**config.mk**
```make
export PLATFORM = sky130hd
export DESIGN_NAME = qau_sqrt_stage
export DESIGN_NICKNAME = d
export VERILOG_FILES = /design/src/qau_sqrt_stage.sv
export SDC_FILE = /design/constraint.sdc
export NUM_CORES = 1
export LEC_CHECK = 0
export BUFFER_PORTS_ARGS = -buffer_cell sky130_fd_sc_hd__buf_4
export CORE_MARGIN = 2
export CORE_UTILIZATION = 40
export DETAILED_ROUTE_END_ITERATION = 16
export GPL_TIMING_DRIVEN = 1
export PLACE_DENSITY = 0.61
export SLEW_MARGIN = 15
export SYNTH_ARGS = -nofsm -noshare
export SYNTH_HDL_FRONTEND = slang
export SYNTH_SLANG_ARGS = --single-unit
export TNS_END_PERCENT = 30
```
**constraint.sdc**
```tcl
create_clock -name aclk -period 6.3 [get_ports aclk]
set_clock_uncertainty 0.05 [all_clocks]
set_input_delay 1.26 -clock aclk [delete_from_list [all_inputs] [get_ports aclk]]
set_output_delay 1.26 -clock aclk [all_outputs]
set_load 0.01 [all_outputs]
```
**src/qau_sqrt_stage.sv**
```systemverilog
// ----------------------------------------------------------------------------
// qau_sqrt_stage
// One root bit of a restoring integer square root, registered.
// ----------------------------------------------------------------------------
module qau_sqrt_stage #(
    parameter int SW  = 36,
    parameter int POS = 0
) (
    input  logic          aclk,
    input  logic          en,
    input  logic [SW-1:0] rem_in,
    input  logic [SW-1:0] res_in,
    output logic [SW-1:0] rem_out,
    output logic [SW-1:0] res_out
);
    logic [SW-1:0] rem_reg, res_reg, rem_next, res_next, bit_v, trial;

    always_comb begin
        bit_v = '0;
        bit_v[2*POS] = 1'b1;
        trial = res_in + bit_v;
        if (rem_in >= trial) begin
            rem_next = rem_in - trial;
            res_next = (res_in >> 1) + bit_v;
        end else begin
            rem_next = rem_in;
            res_next = res_in >> 1;
        end
    end

    always_ff @(posedge aclk) begin
        if (en) begin
            rem_reg <= rem_next;
            res_reg <= res_next;
        end
    end

    assign rem_out = rem_reg;
    assign res_out = res_reg;
endmodule

```
==> metrics.md <==
| Metric | Value |
|---|---|
| Final nets | `929` |
| Crit path time final | `5.79 ns` |
| H-tree depth | `3` |
| Total GRT Usage | `22.2%` |
| Number of violations of the max-capacitance limit | `0` |
| Global placer's final weighted congestion | `0.952` |
| Final global-route overflow total | `0` |
| Core outline area | `14,500 sq um` |
| Syn Nets | `787` |
| Leakage Power | `3.03 nW` |
| DRT Pass-1 Iters | `5` |
| Drt drc | `0` |
| Vias in the first global route | `5,265` |
| Number of DRC violations after detailed-routing iteration 0 | `425` |
| Async set-reset flop share out of synthesis | `0%` |
| Standard-cell row count | `44` |
| Cell types occupying the most area after synthesis | `sky130_fd_sc_hd__edfxtp_1, sky130_fd_sc_hd__xnor2_1, sky130_fd_sc_hd__ha_1` |
| Switch share | `31.0%` |
| DIE HEIGHT | `~130 um` |
| DR vias | `5,493` |
| WP data required | `6.33 ns` |
| Avg Inst Size Synth | `between 8 and 9 sq um` |
| Worst Hold Depth | `3` |
| Run status | `finished, final reports clean` |
| TritonCTS buffer count | `9` |
| Post-synth EDFFs | `72` |
| Number of max-slew violations in the final report | `0` |
| Quantity of hold-fixing buffers added after cts | `0` |
| Setup bufs post-CTS | `0` |
| Number of endpoints with negative hold slack in the final report | `0` |
| PnR Total Power | `around 1.6 mW` |
| DP HPWL | `14.0 mm` |
| Sink Count | `72` |
| Die footprint | `between 15,000 and 20,000 sq um` |
| Clk root buf | `sky130_fd_sc_hd__clkbuf_16` |
| P&R area growth vs syn | `28.0%` |
| Yosys Warn Count | `0` |
| Critical Path Fanout Max | `36` |
| Post-route antenna net violation count | `0` |
| Boundary pin count | `146` |
| Clock power frac | `30.4%` |
| Initial Utilization | `40.8%` |
| Combinational group share of total power | `32.2%` |
| Total standard cell area after synthesis | `~5900 sq um` |
| First-pass GRT wire length | `27.8 mm` |
| Flip-flop and latch count after synthesis | `72` |
| Data arrival time of the critical path | `~5.8 ns` |
| Total negative slack | `0 ns` |
| Largest buffer count on any clock path | `2` |
| Power Dens Cells | `217 nW/um^2` |
| Commonest cells in the netlist | `sky130_fd_sc_hd__nand2_1, sky130_fd_sc_hd__edfxtp_1, sky130_fd_sc_hd__xnor2_1` |
| Post-CTS sizing | `0` |
| Final setup violation count | `0` |
| TritonCTS clock tree | `yes` |
| Top-area cell type share of the netlist area | `36.6%` |
| Kind of start point of the critical path | `input port` |
| Largest net degree at the start of global routing | `73` |
| Measured slew at the worst slew-check pin | `0.896 ns` |
| Number of buffers inserted by port buffering | `between 100 and 150` |
| Clock slew at the register clock pins of the worst setup and hold paths | `0.06 ns` |
| Type of the worst setup path | `in2reg` |
| Number of different library cells in the post-synthesis netlist | `54` |
| Crit share post-route | `92.0%` |
| Most frequently used cell type in the post-synthesis netlist | `sky130_fd_sc_hd__nand2_1` |
| Main flop type after synthesis | `sky130_fd_sc_hd__edfxtp_1` |
| Endpoint type of the worst setup path | `flip-flop` |
| Relative slew slack | `40.2%` |
| Initial antenna violation count | `0` |
| Diode count | `0` |
| Internal power | `~1.1 mW` |
| Unrepaired setup endpoints after global routing | `false` |
| Leading area contributor after synthesis | `sky130_fd_sc_hd__edfxtp_1` |
| Fraction of layout cells with a size suffix above 1 | `about a quarter` |
| Horizontal die dimension | `126 um` |
| Highest ir drop seen on vdd | `0.117 mV` |
| Post-Syn Instances | `slightly below 700` |
| Sum of routed wire length over all layers | `17.4 mm` |
| Min-delay worst type | `in2reg` |
| WL/cell | `17.3 um` |
| Power share of the sequential group | `~37%` |
| Sequential cell area fraction in the yosys report | `between 30 and 40%` |
| Top achievable clock speed | `173 MHz` |
| Vias per cell | `5.47` |
| Power spent charging and discharging nets | `0.510 mW` |
worst max-delay path, cell delays in order:
cell,delay [ns]
sky130_fd_sc_hd__buf_4,0.15
sky130_fd_sc_hd__and4_1,0.28
sky130_fd_sc_hd__and2_1,0.17
sky130_fd_sc_hd__nand2_1,0.14
sky130_fd_sc_hd__nor3_1,0.36
sky130_fd_sc_hd__nor4b_1,0.28
sky130_fd_sc_hd__buf_4,0.17
sky130_fd_sc_hd__nor2b_1,0.20
sky130_fd_sc_hd__nand2_1,0.10
sky130_fd_sc_hd__xor2_1,0.21
sky130_fd_sc_hd__ha_1,0.32
sky130_fd_sc_hd__a211o_1,0.30
sky130_fd_sc_hd__or2_2,0.31
sky130_fd_sc_hd__a2111oi_2,0.60
sky130_fd_sc_hd__or2_2,0.52
sky130_fd_sc_hd__buf_12,0.24
sky130_fd_sc_hd__nor3_1,0.08
sky130_fd_sc_hd__xor2_1,0.14
flip-flops by register name, indices dropped and copies added, names as in the netlist:
register	cells
rem_out	36
res_out	36
stage by stage:
stage | utilization (%) | setup WS, ns | hold WS [ns] | instance area [sq um] | std cells
final | 52.2 | 0.507 | 1.16 | 7560 | 1005
after global placement | 50.2 | 0.276 | 1.51 | 7270 | 989
after CTS | 52.2 | 0.436 | 1.15 | 7560 | 1005
after floorplan | - | 0.550 | 1.32 | 5910 | 674
after detailed placement | 50.2 | 0.0805 | 1.51 | 7270 | 989
after global routing | 52.2 | 0.178 | 1.18 | 7560 | 1005
power groups by stage:
stage	logic, mW	registers, mW	clock network (mW)
after detailed placement	0.526	0.623	0
after floorplan	0.269	0.652	0
after CTS	0.529	0.615	0.513
after global placement	0.525	0.622	0
final	0.529	0.615	0.499
after global routing	0.582	0.621	0.524
final cells by class:
cell class	instances	area (sq um)
flip-flops and latches	72	2160
well taps	184	230
repair buffers	169	1290
multi-input cells	549	3530
inverters	15	56.3
clock buffers	10	229
fillers	1361	6910
clock inverters	6	60.1
layout by cell type (no fill, tap or decap), drive strengths merged, types with 3 or more instances in the layout:
master,count
buf,169
nand2,106
edfxtp,72
xnor2,56
o21ai,55
xor2,44
ha,38
nor2,36
a21oi,34
nand4,28
nand3,24
nor3,23
inv,15
and3,12
clkbuf,10
a211oi,8
o211ai,8
nand2b,7
a31oi,7
a21o,7
or3,7
nor2b,6
o21bai,5
nor4,5
clkinv,4
nor4b,3
or2,3
or4b,3
per-layer routing:
layer,track usage [%],share of wire (%)
met4,7.45,1.9
met1,32.6,48
met2,32.8,44
met3,4.07,5.9
met5,0,0
path summary, 6_finish.rpt:
kind	from	end	slack (ns)
setup / recovery	res_in[8]	res_out[10]$_DFFE_PP_	0.51
hold / removal	rem_in[6]	rem_out[6]$_DFFE_PP_	1.16
logic make-up (layout without fill, tap and decap cells):
| family | after synthesis | after routing | synth area share (%) |
|---|---|---|---|
| compound gates | 139 | 139 | 14.1 |
| xor+xnor | 100 | 100 | 14.8 |
| fa+ha+maj | 39 | 39 | 8.38 |
| buf+inv | 53 | 200 | 3.73 |
| flops | 72 | 72 | 36.6 |
| simple gates | 271 | 271 | 22.4 |
(Power assumes the default switching activity.)
