File: src/qau_div_stage.sv
// ----------------------------------------------------------------------------
// qau_div_stage
// One quotient bit of a restoring unsigned divider, registered.
// ----------------------------------------------------------------------------
module qau_div_stage #(
    parameter int NW  = 32,
    parameter int DW  = 17,
    parameter int POS = 0
) (
    input  logic          aclk,
    input  logic          en,
    input  logic [NW-1:0] num_in,
    input  logic [DW-1:0] den,
    input  logic [NW-1:0] q_in,
    input  logic [DW:0]   part_in,
    output logic [NW-1:0] q_out,
    output logic [DW:0]   part_out
);
    logic [DW+1:0] sh;
    logic [DW:0]   part_reg, part_next;
    logic [NW-1:0] q_reg, q_next;

    always_comb begin
        sh = {part_in, num_in[POS]};
        q_next = q_in;
        if (sh >= {2'b00, den}) begin
            part_next = (DW+1)'(sh - {2'b00, den});
            q_next[POS] = 1'b1;
        end else begin
            part_next = sh[DW:0];
        end
    end

    always_ff @(posedge aclk) begin
        if (en) begin
            part_reg <= part_next;
            q_reg    <= q_next;
        end
    end

    assign q_out = q_reg;
    assign part_out = part_reg;
endmodule

File: config.mk
export PLATFORM = sky130hd
export DESIGN_NAME = qau_div_stage
export DESIGN_NICKNAME = d
export VERILOG_FILES = /design/src/qau_div_stage.sv
export SDC_FILE = /design/constraint.sdc
export NUM_CORES = 1
export LEC_CHECK = 0
export BUFFER_PORTS_ARGS = -buffer_cell sky130_fd_sc_hd__buf_2
export CAP_MARGIN = 40
export CELL_PAD_IN_SITES_DETAIL_PLACEMENT = 1
export CELL_PAD_IN_SITES_GLOBAL_PLACEMENT = 1
export CORE_MARGIN = 5
export CORE_UTILIZATION = 30
export CTS_CLUSTER_SIZE = 16
export DETAILED_ROUTE_END_ITERATION = 12
export GPL_ROUTABILITY_DRIVEN = 0
export PLACE_DENSITY_LB_ADDON = 0.1
export SLEW_MARGIN = 20
export SYNTH_ARGS = -nofsm -noshare
export SYNTH_HDL_FRONTEND = slang
export SYNTH_SLANG_ARGS = --single-unit
File: constraint.sdc
create_clock -name aclk -period 3.3 [get_ports aclk]
set_clock_uncertainty 0.15 [all_clocks]
set_input_delay 0.165 -clock aclk [delete_from_list [all_inputs] [get_ports aclk]]
set_output_delay 0.165 -clock aclk [all_outputs]
set_load 0.1 [all_outputs]
==> impl_metrics.prom <==
# TYPE chip_impl_metric gauge
chip_impl_metric{name="floorplan.initialDensity",unit="%"} 30.59
chip_impl_metric{name="cts_buffer_depth",unit=""} 2
chip_impl_metric{name="portBuffers",unit=""} 119
chip_impl_info{name="launching_element_type_of_the_critical_path",value="primary input"} 1
chip_impl_info{name="worst_setup_path_end_kind",value="register"} 1
chip_impl_metric{name="final_antenna_net_count",unit=""} 0
chip_impl_metric{name="htree_levels",unit=""} 2
chip_impl_metric{name="post_layout_nets",unit=""} 502
chip_impl_metric{name="floorplan.die.height",unit="um"} 106.6
chip_impl_metric{name="fin_total_pwr",unit="mW"} 2.165
chip_impl_info{name="layout.cells.most_common_list",value="buf_2 (119), edfxtp_1 (50), dlygate4sd3_1 (32)"} 1
chip_impl_metric{name="final.min_clock_period",unit="ns"} 2.483
chip_impl_info{name="worstHoldPathType",value="in -> reg"} 1
chip_impl_metric{name="max_stage_delay",unit="ns"} 0.43
chip_impl_metric{name="critical_path.max_fanout",unit=""} 18
chip_impl_metric{name="cp.buffers_inverters",unit=""} 3
chip_impl_metric{name="mappedNetlistNets",unit=""} 347
chip_impl_metric{name="drv.max_cap_violation_count",unit=""} 0
chip_impl_info{name="largest_area_contributor_in_the_netlist",value="edfxtp_1"} 1
chip_impl_info{name="grt_setup_unrepaired",value="false"} 1
chip_impl_metric{name="final.setup.tns",unit="ns"} 0
chip_impl_metric{name="final_report_hold_violation_count",unit=""} 0
chip_impl_metric{name="fill_cells",unit=""} 1014
chip_impl_metric{name="drcViolationCount",unit=""} 0
chip_impl_metric{name="ratio_of_cells_with_drive_above_1_in_the_final_layout",unit="%"} 39.32
chip_impl_metric{name="synth-async-reset-ratio",unit="%"} 0
chip_impl_metric{name="dpl.hpwl",unit="um"} 5936
chip_impl_metric{name="groute.usage.overall",unit="%"} 14.02
chip_impl_info{name="critical_path.slowest_cell",value="ha_1"} 1
chip_impl_metric{name="drt_first_iter_violations",unit=""} 60
chip_impl_metric{name="grt_remaining_overflow",unit=""} 0
chip_impl_info{name="synth_ff_type",value="edfxtp_1"} 1
chip_impl_metric{name="io_pins",unit=""} 151
chip_impl_metric{name="setup_viol",unit=""} 0
chip_impl_metric{name="max-vdd-ir-drop",unit="V"} 0.0002061
chip_impl_info{name="outcome",value="finished, final reports clean"} 1
chip_impl_metric{name="dieArea",unit="um2"} 11370
chip_impl_metric{name="p_leak",unit="nW"} 1.793
chip_impl_info{name="tritoncts",value="done"} 1
chip_impl_metric{name="setup_ws",unit="ns"} 0.8169
chip_impl_metric{name="synthToLayoutAreaGrowth",unit="%"} 41.42
chip_impl_metric{name="die-width",unit="um"} 106.6
chip_impl_info{name="criticalPathCategory",value="in -> reg"} 1
chip_impl_metric{name="number_of_global_route_vias_before_repair",unit=""} 2555
chip_impl_metric{name="pre_cts_slack",unit="ns"} 0.4771
chip_impl_metric{name="synth_cells",unit=""} 228
chip_impl_metric{name="wire_length_of_the_first_global_routing_pass",unit="um"} 12920
chip_impl_info{name="cpLargestDelayFamily",value="simple AND/OR/NAND/NOR gates"} 1
chip_impl_metric{name="cts.sink_count",unit=""} 50
chip_impl_metric{name="power-per-cell-area",unit="nW/um2"} 546.7
chip_impl_metric{name="netlist-cell-type-count",unit=""} 46
chip_impl_metric{name="worst_relative_slew_slack",unit="%"} 61.07
chip_impl_metric{name="timing.fmax",unit="GHz"} 0.4027
chip_impl_metric{name="final-max-slew-violation-count",unit=""} 0
chip_impl_metric{name="synth_area",unit="um2"} 2800
chip_impl_info{name="hold_path_end",value="part_out[14]"} 1
chip_impl_metric{name="detailroute.via_count",unit=""} 2348
chip_impl_metric{name="grt_max_degree",unit=""} 29
chip_impl_info{name="timing.hold.worst.start",value="part_in[13]"} 1
chip_impl_metric{name="cts_inserted_buffers",unit=""} 5
chip_impl_metric{name="totalWireLength",unit="um"} 8072
chip_impl_metric{name="tightestPinTransition",unit="ns"} 0.5801
chip_impl_info{name="cell_chain_critical_path",value="buf_2 > inv_1 > ha_1 > and3_1 > nor4b_1 > o21bai_1 > and4b_1 > o21ai_4 > buf_12 > mux2_2"} 1
chip_impl_info{name="synth_top_cells_by_area",value="edfxtp_1 (54%), ha_1 (7.6%), mux2_4 (3.8%)"} 1
chip_impl_metric{name="whs_path_depth",unit=""} 2
chip_impl_metric{name="number_of_vias_per_cell",unit=""} 4.743
chip_impl_metric{name="grt_antenna_before_repair",unit=""} 0
chip_impl_info{name="clock-root-buffer",value="clkbuf_8"} 1
chip_impl_metric{name="num_rows",unit=""} 35
chip_impl_metric{name="synth-seq-cells",unit=""} 50
chip_impl_metric{name="synth_seq_area_share",unit="%"} 53.62
chip_impl_metric{name="path_clk_slew",unit="ns"} 0.10
chip_impl_metric{name="portion_of_synthesized_cell_area_occupied_by_the_leading_cell_type",unit="%"} 53.62
chip_impl_metric{name="worst_hold_slack",unit="ns"} 0.02281
chip_impl_metric{name="drt_first_pass_iters",unit=""} 4
chip_impl_info{name="layout.cells.most_common",value="buf_2"} 1
chip_impl_metric{name="antenna_diode_count",unit=""} 0
chip_impl_metric{name="core_area",unit="um2"} 9153
chip_impl_metric{name="synth.avg_cell_area",unit="um2"} 12.28
chip_impl_metric{name="post-route-period-util",unit="%"} 75.24
chip_impl_metric{name="crit_arrival",unit="ns"} 2.40
chip_impl_metric{name="detail_route.wl_per_cell",unit="um"} 16.31
chip_impl_metric{name="required",unit="ns"} 3.22
chip_impl_metric{name="synth-edff-count",unit=""} 50
chip_impl_metric{name="synthesis.yosys.warnings",unit=""} 0
==> kinds of logic after synthesis <==
logic type	after synthesis	share of synthesized area [%]
DFF	50	53.62
muxes	17	7.730
xor gates and xnor gates	11	3.441
and+or+nand+nor	48	8.356
AOI/OAI and AO/OA	57	14.30
buffers and inverters	27	4.245
adders and majority gates	18	8.311
==> registers in the layout, summed over array words and instances, names as in the netlist <==
| register | flops |
|---|---|
| q_out | 32 |
| part_out | 18 |
==> stage by stage <==
| stage | std cells | util [%] | area [um2] |
|---|---|---|---|
| 6_report | 495 | 43.27 | 3960 |
| 5_1_grt | 495 | 43.27 | 3960 |
| 4_1_cts | 495 | 43.27 | 3960 |
| 3_5_place_dp | 455 | 38.56 | 3530 |
| 3_3_place_gp | 455 | 38.56 | 3530 |
| 2_1_floorplan | 228 | - | 2800 |
==> timing repair <==
| action | 4_1_cts | 5_1_grt |
|---|---|---|
| resized for setup | 0 | 0 |
| hold buffers | 32 | 0 |
| setup buffers | 0 | 0 |
| endpoints found under the hold margin | 32 | 0 |
| endpoints found under the setup margin | 0 | 0 |
==> per-layer routing <==
layer	routed length (um)	part of all wire, %	up-vias	track usage [%]
li1	-	-	1159	-
met1	3753	46	1102	18.28
met2	3768	47	83	23.92
met3	491	6.1	4	3.070
met4	59	0.73	0	3.014
met5	0	0	-	0
==> area by class of cell <==
| class | instances | area [um2] | area share [%] |
|---|---|---|---|
| timing repair buffer | 154 | 950.9 | 24.01 |
| multi-input combinational | 151 | 1180 | 29.79 |
| clock inverter | 2 | 37.54 | 0.9479 |
| clock buffer | 6 | 72.57 | 1.833 |
| tap | 111 | 138.9 | 3.507 |
| inverter | 21 | 78.83 | 1.991 |
| sequential | 50 | 1501 | 37.91 |
==> worst max-delay path by stage <==
stage                     slack (ns)  startpoint  cells past startpoint            to
after floorplan                 0.83      den[1]                      9  part_out[10]
after global placement          0.52     den[12]                     10   part_out[6]
after detailed placement        0.48     den[12]                     10   part_out[6]
after CTS                       0.80     den[12]                     10   part_out[6]
after global routing            0.73     den[12]                     10   part_out[6]
final                           0.82     den[12]                     10   part_out[6]
==> cell usage after synthesis, types with 2 or more instances <==
cell type and n:
o21bai_1 3, mux2_4 7, nand3_1 4, a21oi_1 12
clkbuf_1 4, a211o_1 2, o211ai_1 2, nand4_1 3
nor2_1 13, xor2_1 3, mux2_2 9, inv_1 21
a21o_1 8, nand2_1 14, xnor2_1 8, or3_1 2
o21ai_0 11, nand2b_1 2, edfxtp_1 50, nor3_1 3
ha_1 17, a211oi_1 6
==> power by group <==
part | internal, mW | total [mW] | switching [mW]
clock network | 0.227 | 0.442 | 0.216
registers | 0.783 | 0.799 | 0.0161
logic | 0.233 | 0.923 | 0.690
total | 1.24 | 2.16 | 0.922
No activity file was read; power rests on OpenSTA's default activity.
